$ cat src/rtl/rational_arithmetic_unit_top_assert.svh
// Assertion macros for the rational arithmetic unit.
// Used by rau_back, the RTL file that checks itself; needs no other file.
`ifndef RATIONAL_ARITHMETIC_UNIT_TOP_ASSERT_SVH
`define RATIONAL_ARITHMETIC_UNIT_TOP_ASSERT_SVH
`ifndef SYNTHESIS
`define RAU_ASSERT(label, rst_n, prop, msg) \
    label: assert property (@(posedge clk) disable iff (!rst_n) (prop)) else $error(msg);
`define RAU_NEVER(label, rst_n, cond, msg) \
    label: assert property (@(posedge clk) disable iff (!rst_n) !(cond)) else $error(msg);
`else
`define RAU_ASSERT(label, rst_n, prop, msg)
`define RAU_NEVER(label, rst_n, cond, msg)
`endif
`endif

$ cat src/rtl/rau_pkg.sv
// Shared types and constants of the rational arithmetic unit.
// No dependencies.
`default_nettype none
package rau_pkg;
    localparam int WORD_BITS_DEF = 32;
    localparam int IO_BITS = 32;

    typedef enum logic [1:0] {
        CMD_ADD = 2'd0,
        CMD_SUB = 2'd1,
        CMD_MUL = 2'd2,
        CMD_DIV = 2'd3
    } cmd_t;

    typedef enum logic [1:0] {
        ST_OK      = 2'd0,
        ST_ZERODEN = 2'd1,
        ST_DIVZERO = 2'd2
    } status_t;

    // divider operation select
    typedef enum logic [1:0] {
        DV_QUO = 2'd0,
        DV_REM = 2'd1
    } dvop_t;

    typedef enum logic [4:0] {
        B_IDLE,
        B_MUL1, B_MUL1W,
        B_G1, B_G1W,
        B_LDIV, B_LDIVW,
        B_Q1, B_Q1W,
        B_Q2, B_Q2W,
        B_T1, B_T1W,
        B_T2, B_T2W,
        B_SUM,
        B_MUL2, B_MUL2W,
        B_CHK,
        B_G2, B_G2W,
        B_RN, B_RNW,
        B_RD, B_RDW,
        B_OUT
    } bstate_t;
endpackage
`default_nettype wire

$ cat src/rtl/rau_div.sv
// Iterative signed divider: one quotient bit per cycle, truncating, C remainder sign.
// Depends on rau_pkg.
`default_nettype none
module rau_div #(
    parameter int W = rau_pkg::WORD_BITS_DEF
) (
    input  wire logic         clk,
    input  wire logic         rst_n,
    input  wire logic         go,
    input  wire logic [W-1:0] dividend,
    input  wire logic [W-1:0] divisor,
    output logic              done,
    output logic [W-1:0]      quo,
    output logic [W-1:0]      rem
);
    localparam int CW = $clog2(W + 1);

    logic [W-1:0]  q_reg, q_next;
    logic [W:0]    r_reg, r_next;
    logic [W-1:0]  d_reg, d_next;
    logic          sq_reg, sq_next, sr_reg, sr_next;
    logic [CW-1:0] cnt_reg, cnt_next;
    logic          busy_reg, busy_next;
    logic          done_reg, done_next;
    logic [W:0]    trial;

    always_comb
    begin
        q_next    = q_reg;
        r_next    = r_reg;
        d_next    = d_reg;
        sq_next   = sq_reg;
        sr_next   = sr_reg;
        cnt_next  = cnt_reg;
        busy_next = busy_reg;
        done_next = 1'b0;
        trial     = {r_reg[W-1:0], q_reg[W-1]} - {1'b0, d_reg};
        if (go)
        begin
            q_next    = dividend[W-1] ? (~dividend + 1'b1) : dividend;
            d_next    = divisor[W-1] ? (~divisor + 1'b1) : divisor;
            r_next    = '0;
            sq_next   = dividend[W-1] ^ divisor[W-1];
            sr_next   = dividend[W-1];
            cnt_next  = CW'(W);
            busy_next = 1'b1;
        end
        else if (busy_reg)
        begin
            if (!trial[W])
            begin
                r_next = trial;
                q_next = {q_reg[W-2:0], 1'b1};
            end
            else
            begin
                r_next = {r_reg[W-1:0], q_reg[W-1]};
                q_next = {q_reg[W-2:0], 1'b0};
            end
            cnt_next = cnt_reg - 1'b1;
            if (cnt_reg == CW'(1))
            begin
                busy_next = 1'b0;
                done_next = 1'b1;
            end
        end
    end

    always_ff @(posedge clk or negedge rst_n)
    begin
        if (!rst_n)
        begin
            busy_reg <= 1'b0;
            done_reg <= 1'b0;
            cnt_reg  <= '0;
        end
        else
        begin
            busy_reg <= busy_next;
            done_reg <= done_next;
            cnt_reg  <= cnt_next;
        end
    end

    always_ff @(posedge clk)
    begin
        q_reg  <= q_next;
        r_reg  <= r_next;
        d_reg  <= d_next;
        sq_reg <= sq_next;
        sr_reg <= sr_next;
    end

    // divisor of zero yields zero
    always_comb
    begin
        done = done_reg;
        if (d_reg == '0)
        begin
            quo = '0;
            rem = '0;
        end
        else
        begin
            quo = sq_reg ? (~q_reg + 1'b1) : q_reg;
            rem = sr_reg ? (~r_reg[W-1:0] + 1'b1) : r_reg[W-1:0];
        end
    end
endmodule
`default_nettype wire

$ cat src/rtl/rau_front.sv
// Front end: accepts commands, screens zero denominators and zero divisors, queues operands.
// Depends on rau_pkg.
`default_nettype none
module rau_front #(
    parameter int W = rau_pkg::WORD_BITS_DEF
) (
    input  wire logic         clk,
    input  wire logic         rst_n,
    input  wire logic         start,
    output logic              busy,
    input  wire logic [1:0]   cmd,
    input  wire logic [31:0]  a_num,
    input  wire logic [31:0]  a_den,
    input  wire logic [31:0]  b_num,
    input  wire logic [31:0]  b_den,
    output logic              q_valid,
    input  wire logic         q_pop,
    output logic [1:0]        q_cmd,
    output logic [1:0]        q_stat,
    output logic [W-1:0]      q_an,
    output logic [W-1:0]      q_ad,
    output logic [W-1:0]      q_bn,
    output logic [W-1:0]      q_bd
);
    localparam int QW = 4 + 4 * W;

    logic [QW-1:0] mem_reg [2];
    logic [1:0]    cnt_reg, cnt_next;
    logic          wp_reg, rp_reg;
    logic          push;
    logic [W-1:0]  an, ad, bn, bd;
    logic [1:0]    st;

    function automatic logic [W-1:0] ld(input logic [31:0] v);
        logic [63:0] x;
        x = {{32{v[31]}}, v};
        return x[W-1:0];
    endfunction

    always_comb
    begin
        an = ld(a_num);
        ad = ld(a_den);
        bn = ld(b_num);
        bd = ld(b_den);
        if (ad == '0 || bd == '0)
            st = rau_pkg::ST_ZERODEN;
        else if (rau_pkg::cmd_t'(cmd) == rau_pkg::CMD_DIV && bn == '0)
            st = rau_pkg::ST_DIVZERO;
        else
            st = rau_pkg::ST_OK;
    end

    assign busy = (cnt_reg == 2'd2);
    assign push = start && !busy;
    assign q_valid = (cnt_reg != 2'd0);
    assign {q_cmd, q_stat, q_an, q_ad, q_bn, q_bd} = mem_reg[rp_reg];

    always_comb
    begin
        cnt_next = cnt_reg + {1'b0, push} - {1'b0, q_pop};
    end

    always_ff @(posedge clk or negedge rst_n)
    begin
        if (!rst_n)
        begin
            cnt_reg <= '0;
            wp_reg  <= 1'b0;
            rp_reg  <= 1'b0;
        end
        else
        begin
            cnt_reg <= cnt_next;
            if (push)
                wp_reg <= !wp_reg;
            if (q_pop)
                rp_reg <= !rp_reg;
        end
    end

    always_ff @(posedge clk)
    begin
        if (push)
            mem_reg[wp_reg] <= {cmd, st, an, ad, bn, bd};
    end
endmodule
`default_nettype wire

$ cat src/rtl/rau_back.sv
// Back end sequencer: LCM, cross products and Euclid reduction on one shared divider.
// Depends on rau_pkg, rau_div and the assertion header.
`default_nettype none
`include "rational_arithmetic_unit_top_assert.svh"
module rau_back #(
    parameter int W = rau_pkg::WORD_BITS_DEF
) (
    input  wire logic        clk,
    input  wire logic        rst_n,
    input  wire logic        q_valid,
    output logic             q_pop,
    input  wire logic [1:0]  q_cmd,
    input  wire logic [1:0]  q_stat,
    input  wire logic [W-1:0] q_an,
    input  wire logic [W-1:0] q_ad,
    input  wire logic [W-1:0] q_bn,
    input  wire logic [W-1:0] q_bd,
    output logic             res_valid,
    output logic [31:0]      res_num,
    output logic [31:0]      res_den,
    output logic [1:0]       status
);
    rau_pkg::bstate_t st_reg, st_next, ret_reg, ret_next;

    logic [1:0]   cmd_reg, stat_reg, stat_next;
    logic [W-1:0] an_reg, ad_reg, bn_reg, bd_reg;
    logic [W-1:0] x_reg, x_next, y_reg, y_next;   // gcd working pair
    logic [W-1:0] l_reg, l_next, n_reg, n_next, d_reg, d_next;
    logic [W-1:0] t1_reg, t1_next, p_reg, p_next;
    logic [W-1:0] ma_reg, ma_next, mb_reg, mb_next;
    logic [W-1:0] dvn_reg, dvn_next, dvd_reg, dvd_next;
    logic         go, dv_done, load;
    logic [W-1:0] quo, rem;
    logic [2*W-1:0] prod;
    logic         ov_reg, ov_next;

    assign prod = ma_reg * mb_reg;

    rau_div #(.W(W)) u_div (
        .clk(clk), .rst_n(rst_n), .go(go), .dividend(dvn_reg), .divisor(dvd_reg),
        .done(dv_done), .quo(quo), .rem(rem)
    );

    always_comb
    begin
        st_next   = st_reg;
        ret_next  = ret_reg;
        stat_next = stat_reg;
        x_next = x_reg; y_next = y_reg; l_next = l_reg; n_next = n_reg; d_next = d_reg;
        t1_next = t1_reg; p_next = prod[W-1:0];
        ma_next = ma_reg; mb_next = mb_reg; dvn_next = dvn_reg; dvd_next = dvd_reg;
        ov_next = ov_reg;
        go = 1'b0; q_pop = 1'b0; load = 1'b0; res_valid = 1'b0;
        unique case (st_reg)
            rau_pkg::B_IDLE:
                if (q_valid)
                begin
                    q_pop = 1'b1;
                    load = 1'b1;
                    stat_next = q_stat;
                    if (q_stat != rau_pkg::ST_OK)
                        st_next = rau_pkg::B_OUT;
                    else if (q_cmd == rau_pkg::CMD_ADD || q_cmd == rau_pkg::CMD_SUB)
                    begin
                        ma_next = q_ad; mb_next = q_bd;
                        x_next = q_ad; y_next = q_bd;
                        st_next = rau_pkg::B_MUL1;
                    end
                    else
                    begin
                        ma_next = q_an;
                        mb_next = (q_cmd == rau_pkg::CMD_MUL) ? q_bn : q_bd;
                        st_next = rau_pkg::B_MUL2;
                    end
                end
            rau_pkg::B_MUL1:  st_next = rau_pkg::B_MUL1W;
            rau_pkg::B_MUL1W:
            begin
                l_next = p_reg;  // a_den*b_den, divided by gcd later
                ret_next = rau_pkg::B_LDIV;
                st_next = rau_pkg::B_G1;
            end
            // Euclid loop, shared by both gcds; result lands in x
            rau_pkg::B_G1:
                if (y_reg == '0)
                    st_next = ret_reg;
                else
                begin
                    dvn_next = x_reg; dvd_next = y_reg;
                    st_next = rau_pkg::B_G1W;
                end
            rau_pkg::B_G1W:
                if (!ov_reg)
                begin
                    go = 1'b1; ov_next = 1'b1;
                end
                else if (dv_done)
                begin
                    ov_next = 1'b0;
                    x_next = y_reg; y_next = rem;
                    st_next = rau_pkg::B_G1;
                end
            rau_pkg::B_LDIV:
            begin
                dvn_next = l_reg; dvd_next = x_reg;
                st_next = rau_pkg::B_LDIVW;
            end
            rau_pkg::B_Q1:
            begin
                dvn_next = l_reg; dvd_next = ad_reg;
                st_next = rau_pkg::B_Q1W;
            end
            rau_pkg::B_Q2:
            begin
                dvn_next = l_reg; dvd_next = bd_reg;
                st_next = rau_pkg::B_Q2W;
            end
            rau_pkg::B_LDIVW, rau_pkg::B_Q1W, rau_pkg::B_Q2W, rau_pkg::B_RNW, rau_pkg::B_RDW:
                if (!ov_reg)
                begin
                    go = 1'b1; ov_next = 1'b1;
                end
                else if (dv_done)
                begin
                    ov_next = 1'b0;
                    unique case (st_reg)
                        rau_pkg::B_LDIVW:
                        begin
                            l_next = quo; st_next = rau_pkg::B_Q1;
                        end
                        rau_pkg::B_Q1W:
                        begin
                            ma_next = an_reg; mb_next = quo; st_next = rau_pkg::B_T1;
                        end
                        rau_pkg::B_Q2W:
                        begin
                            ma_next = bn_reg; mb_next = quo; st_next = rau_pkg::B_T2;
                        end
                        rau_pkg::B_RNW:
                        begin
                            n_next = quo; st_next = rau_pkg::B_RD;
                        end
                        default:
                        begin
                            d_next = quo; st_next = rau_pkg::B_OUT;
                        end
                    endcase
                end
            rau_pkg::B_T1:  st_next = rau_pkg::B_T1W;
            rau_pkg::B_T1W:
            begin
                t1_next = p_reg; st_next = rau_pkg::B_Q2;
            end
            rau_pkg::B_T2:  st_next = rau_pkg::B_T2W;
            rau_pkg::B_T2W: st_next = rau_pkg::B_SUM;
            rau_pkg::B_SUM:
            begin
                n_next = (cmd_reg == rau_pkg::CMD_ADD) ? t1_reg + p_reg : t1_reg - p_reg;
                d_next = l_reg;
                st_next = rau_pkg::B_CHK;
            end
            rau_pkg::B_MUL2:
            begin
                ma_next = ad_reg;
                mb_next = (cmd_reg == rau_pkg::CMD_MUL) ? bd_reg : bn_reg;
                st_next = rau_pkg::B_MUL2W;
            end
            rau_pkg::B_MUL2W:
            begin
                n_next = p_reg;       // numerator product
                st_next = rau_pkg::B_T2;
                ret_next = rau_pkg::B_CHK;
                st_next = rau_pkg::B_SUM;
                // reuse: denominator product arrives next cycle
                st_next = rau_pkg::B_T2W;
            end
            rau_pkg::B_CHK:
                if (d_reg == '0)
                begin
                    stat_next = rau_pkg::ST_ZERODEN;
                    st_next = rau_pkg::B_OUT;
                end
                else
                begin
                    x_next = n_reg; y_next = d_reg;
                    ret_next = rau_pkg::B_RN;
                    st_next = rau_pkg::B_G2;
                end
            rau_pkg::B_G2:  st_next = rau_pkg::B_G1;
            rau_pkg::B_G2W: st_next = rau_pkg::B_G1;
            rau_pkg::B_RN:
            begin
                dvn_next = n_reg; dvd_next = x_reg;
                st_next = rau_pkg::B_RNW;
            end
            rau_pkg::B_RD:
            begin
                dvn_next = d_reg; dvd_next = x_reg;
                st_next = rau_pkg::B_RDW;
            end
            rau_pkg::B_OUT:
            begin
                res_valid = 1'b1;
                st_next = rau_pkg::B_IDLE;
            end
            default: st_next = rau_pkg::B_IDLE;
        endcase
        // multiply path: T2W after MUL2W captures denominator product
        if (st_reg == rau_pkg::B_T2W && cmd_reg[1])
        begin
            d_next = p_reg;
            st_next = rau_pkg::B_CHK;
        end
    end

    always_ff @(posedge clk or negedge rst_n)
    begin
        if (!rst_n)
        begin
            st_reg   <= rau_pkg::B_IDLE;
            ret_reg  <= rau_pkg::B_IDLE;
            ov_reg   <= 1'b0;
            stat_reg <= rau_pkg::ST_OK;
        end
        else
        begin
            st_reg   <= st_next;
            ret_reg  <= ret_next;
            ov_reg   <= ov_next;
            stat_reg <= stat_next;
        end
    end

    always_ff @(posedge clk)
    begin
        if (load)
        begin
            cmd_reg <= q_cmd;
            an_reg <= q_an; ad_reg <= q_ad; bn_reg <= q_bn; bd_reg <= q_bd;
        end
        x_reg <= x_next; y_reg <= y_next; l_reg <= l_next; n_reg <= n_next;
        d_reg <= d_next; t1_reg <= t1_next; p_reg <= p_next;
        ma_reg <= ma_next; mb_reg <= mb_next; dvn_reg <= dvn_next; dvd_reg <= dvd_next;
    end

    // widen to 32 bits by sign extension, cut if wider
    logic [63:0] on_w, od_w;
    always_comb
    begin
        on_w = {{(64-W){n_reg[W-1]}}, n_reg};
        od_w = {{(64-W){d_reg[W-1]}}, d_reg};
        if (stat_reg != rau_pkg::ST_OK)
        begin
            res_num = '0;
            res_den = 32'd1;
        end
        else
        begin
            res_num = on_w[31:0];
            res_den = od_w[31:0];
        end
        status = stat_reg;
    end

    `RAU_NEVER(a_pop_busy, rst_n, q_pop && st_reg != rau_pkg::B_IDLE, "pop outside idle")
    `RAU_NEVER(a_go_twice, rst_n, go && ov_reg, "divider restarted")
    `RAU_ASSERT(a_out_idle, rst_n, res_valid |=> st_reg == rau_pkg::B_IDLE, "no return to idle")
endmodule
`default_nettype wire

$ cat src/rtl/rational_arithmetic_unit_top.sv
// Top level of the rational arithmetic unit.
// Depends on rau_pkg, rau_front, rau_back, rau_div.
//
// Issue a command by raising start with cmd and both fractions while busy is low;
// the word is taken at that edge. A two-entry queue holds words in front of the
// arithmetic back end, so busy rises only when both entries are full. Each result
// appears on res_num, res_den and status for exactly one cycle, marked by done;
// the receiver must take it then, it cannot hold results off. Latency is data
// dependent: every modulo or quotient step runs on one shared bit-serial divider;
// add and subtract run the gcd loop twice plus five divisions, multiply and divide
// run it once plus two; commands screened as errors on input skip the divider.
`default_nettype none
module rational_arithmetic_unit_top #(
    parameter int WORD_BITS = rau_pkg::WORD_BITS_DEF
) (
    input  wire logic        clk,
    input  wire logic        rst_n,
    input  wire logic        start,
    output logic             busy,
    input  wire logic [1:0]  cmd,
    input  wire logic [31:0] a_num,
    input  wire logic [31:0] a_den,
    input  wire logic [31:0] b_num,
    input  wire logic [31:0] b_den,
    output logic             done,
    output logic [31:0]      res_num,
    output logic [31:0]      res_den,
    output logic [1:0]       status
);
    logic                 q_valid, q_pop;
    logic [1:0]           q_cmd, q_stat;
    logic [WORD_BITS-1:0] q_an, q_ad, q_bn, q_bd;

    // hold incoming words and classify them
    rau_front #(.W(WORD_BITS)) u_front (
        .clk(clk), .rst_n(rst_n), .start(start), .busy(busy), .cmd(cmd),
        .a_num(a_num), .a_den(a_den), .b_num(b_num), .b_den(b_den),
        .q_valid(q_valid), .q_pop(q_pop), .q_cmd(q_cmd), .q_stat(q_stat),
        .q_an(q_an), .q_ad(q_ad), .q_bn(q_bn), .q_bd(q_bd)
    );

    // advance one word at a time through the arithmetic
    rau_back #(.W(WORD_BITS)) u_back (
        .clk(clk), .rst_n(rst_n), .q_valid(q_valid), .q_pop(q_pop),
        .q_cmd(q_cmd), .q_stat(q_stat), .q_an(q_an), .q_ad(q_ad),
        .q_bn(q_bn), .q_bd(q_bd), .res_valid(done), .res_num(res_num),
        .res_den(res_den), .status(status)
    );
endmodule
`default_nettype wire
$ cat config.mk
export PLATFORM = sky130hd
export DESIGN_NAME = rational_arithmetic_unit_top
export DESIGN_NICKNAME = d
export VERILOG_FILES = /design/src/rtl/rau_pkg.sv /design/src/rtl/rau_div.sv /design/src/rtl/rau_front.sv /design/src/rtl/rau_back.sv /design/src/rtl/rational_arithmetic_unit_top.sv
export VERILOG_INCLUDE_DIRS = /design/src /design/src/rtl
export SDC_FILE = /design/constraint.sdc
export NUM_CORES = 2
export LEC_CHECK = 0
export ABC_AREA = 1
export BUFFER_PORTS_ARGS = -buffer_cell sky130_fd_sc_hd__buf_2
export CORE_MARGIN = 3
export CORE_UTILIZATION = 25
export DETAILED_ROUTE_END_ITERATION = 16
export PLACE_DENSITY = 0.5
export SYNTH_ARGS = -nofsm -noshare
export SYNTH_HDL_FRONTEND = slang
export SYNTH_HIERARCHICAL = 1
export SYNTH_SLANG_ARGS = --single-unit
$ cat constraint.sdc
create_clock -name clk -period 23.8 [get_ports clk]
set_clock_uncertainty 0.15 [all_clocks]
set_input_delay 4.76 -clock clk [delete_from_list [all_inputs] [get_ports clk]]
set_output_delay 4.76 -clock clk [all_outputs]
set_load 0.1 [all_outputs]
==> impl_metrics.csv <==
group,metric,value,unit
status,status,"finished, final reports clean",
drt,totalWireLength,249000,µm
final_layout,largest_register_ffs,264,
setup_path,start_kind,"register",
floorplanning,die_w,505,µm
synthesis,synthSimpleGateAreaFrac,19.2,%
synthesis,yosys.area_share.adder,17.1,%
global_route,antenna_found_initial,11,
drt,via_count,50400,
drt,viasPerCell,4.74,
clock_tree,cts_root_buf,"clkbuf_16",
global_route,grt_pass1_vias,49400,
setup_path,critical_path_class,"reg2out",
timing,max_freq,127,MHz
clock_tree,clock-sinks,867,
final_layout,final_layout_size_suffix_gt1_share,9.11,%
drt,drtAntennaViolNets,0,
synthesis,synth.avg_cell_area,8.73,µm²
timing,slew_viol_final,0,
clock_tree,cts.path.max_buffers,3,
setup_path,r2r_start,"u_back/mb_reg[6]",
clock_tree,clk_pin_slew,0.06,ns
floorplanning,num_rows,182,
setup_path,critPathLaunch,"u_back/st_reg[4]",
synthesis,synth_top_family_by_area,"simple AND/OR/NAND/NOR gates",
timing,fin_crit_sh,33.0,%
final_layout,nets,7953,
synthesis,synth_edf_count,780,
timing,setup_tns,0,ns
clock_tree,clkLatencyLatePin,0.74,ns
global_route,grt_max_degree,129,
global_route,grtUsageTotal,19.0,%
setup_path,cp_slowest_cell,"nor3_1",
final_layout,area_delta_synth_final,12.9,%
drt,drt_iter0_markers,5673,
clock_tree,postCtsSetupRepairBufs,0,
synthesis,ys_async_sr_fraction,2.65,%
flow_run,maxCapViolations,0,
placed_design,port_buffers,200,
synthesis,synth_xor_area_share,1.86,%
clock_tree,cts_tree,"yes",
floorplanning,fp.dieH,505,µm
synthesis,yosysSeqAreaShare,40.7,%
drt,drt_first_pass_iters,8,
setup_path,cp_cell_sequence,"inv_4, nor3_1, buf_2",
drt,remaining_drc_errors,0,
synthesis,yosysWarningCount,6,
setup_path,crit_family,"simple AND/OR/NAND/NOR gates",
global_route,grt_pass1_wl,356000,µm
clock_tree,htreeDepth,3,
global_route,grt_overflow,0,
synthesis,synth.distinct_cells,60,
timing,finalSetupViolCount,0,
setup_path,crit_arrival,2.94,ns
setup_path,end_kind,"output pin",
hold_path,min_from,"u_back/p_reg[27]",
clock_tree,hold_buffers,0,
setup_path,critPathBufInv,2,
synthesis,synth_fp_nets,7853,
timing,finalCriticalPeriod,7.85,ns
timing,hold_viol,0,
placed_design,post-dp-hpwl,196000,µm
synthesis,synthMuxAreaShare,3.40,%
setup_path,crit_fanout,10,
synthesis,yosys_most_used_dff,"edfxtp_1",
setup_path,crit_required,18.89,ns
synthesis,synth_cells,7115,
floorplanning,die_area,0.255,mm²
placed_design,gp_congestion,0.977,
drt,routedWlPerCell,23.5,µm
setup_path,cpPeakStageDelay,0.87,ns
timing,rsz0062_at_grt,"false",
synthesis,synth_compound_area_share,7.51,%
synthesis,syn_area,0.0621,mm²
clock_tree,cts_buffers,101,
timing,tightest_slew,1.36,ns
floorplanning,io_pins,201,
floorplanning,core_area,0.247,mm²
synthesis,yosys_register_bits,867,
timing,relSlewSlack,9.47,%
clock_tree,cts_resized,0,
floorplanning,initial_core_util,25.2,%
hold_path,hold_path_class,"reg2reg",
## metal layers
layer,wire (µm),vias up,track usage [%]
met4,12800,0,8.86
met1,106000,24900,25.8
met3,18800,340,2.75
li1,-,22900,-
met5,0,-,0
met2,111000,2173,29.8
## cell usage in the layout, fill, tap and decap left out, drive strengths merged, types with 164 or more instances in the layout
master  count
nand3     275
buf       277
mux2      164
inv      1364
nand2    2030
a21oi     250
edfxtp    780
nor2      452
ha        195
fa        410
o21ai     219
## layout make-up
class	instances	area [µm²]
clock inverter	54	628
clock buffer	131	2760
antenna	10	25.0
tap	3312	4140
fill	26200	176000
inverter	1360	5110
timing repair buffer	277	1590
multi-input combinational	4608	30600
sequential	867	25300
## logic make-up after synthesis
| kind of cell | Yosys count |
|---|---|
| simple gates | 2946 |
| buf+inv | 1640 |
| flops | 867 |
| compound gates | 761 |
| fa+ha+maj | 605 |
| mux | 164 |
| xor+xnor | 132 |
## through the flow
stage	hold WS (ns)	worst slack, ns	cells	util, %	instance area [µm²]
final	0.307	15.95	10600	28.4	70200
after global routing	0.322	15.81	10600	28.4	70100
after CTS	0.307	16.02	10600	28.4	70100
after detailed placement	0.303	16.25	10400	27.1	66800
after global placement	0.299	16.18	10400	27.1	66800
after floorplan	0.258	11.62	7115	-	62100
## synth_stat cells (22+ instances only)
master    instances  share of area [%]
ha_1            195                3.9
nor2_1          438                2.6
fa_1            410                 13
inv_1          1333                8.1
clkbuf_1        182                1.1
nor3_1           60               0.48
xnor2_1          41               0.58
xor2_1           91                1.3
nand2_1        2023                 12
nand3_1         273                2.2
o221ai_1         57               0.80
dfxtp_1          64                2.1
inv_2            24               0.15
dfrtp_1          23               0.93
mux2_4           70                1.7
o211ai_1         63               0.76
nand4_1          62               0.62
o22ai_1          29               0.29
a31oi_1          28               0.28
mux2_2           83                1.5
nor4_1           24               0.24
a221o_1          38               0.61
buf_2            57               0.46
o21ai_0         202                1.6
a21oi_1         248                2.0
edfxtp_1        780                 38
buf_1            22               0.13
## final timing paths
kind | end | slack [ns] | cells after the start
max | done | 15.95 | 3
min | u_back/t1_reg[27] | 0.31 | 0
max reg2reg | u_back/p_reg[26] | 16.22 | 24
min reg2reg | u_back/t1_reg[27] | 0.31 | 0
max in group asynchronous | u_front/rp_reg | 19.19 | 1
min in group asynchronous | u_back/u_div/cnt_reg[0] | 3.87 | 1
Power is left out: the tool's default activity adds up to more than one toggle a clock period on the data nets, which glitch-free logic cannot reach.
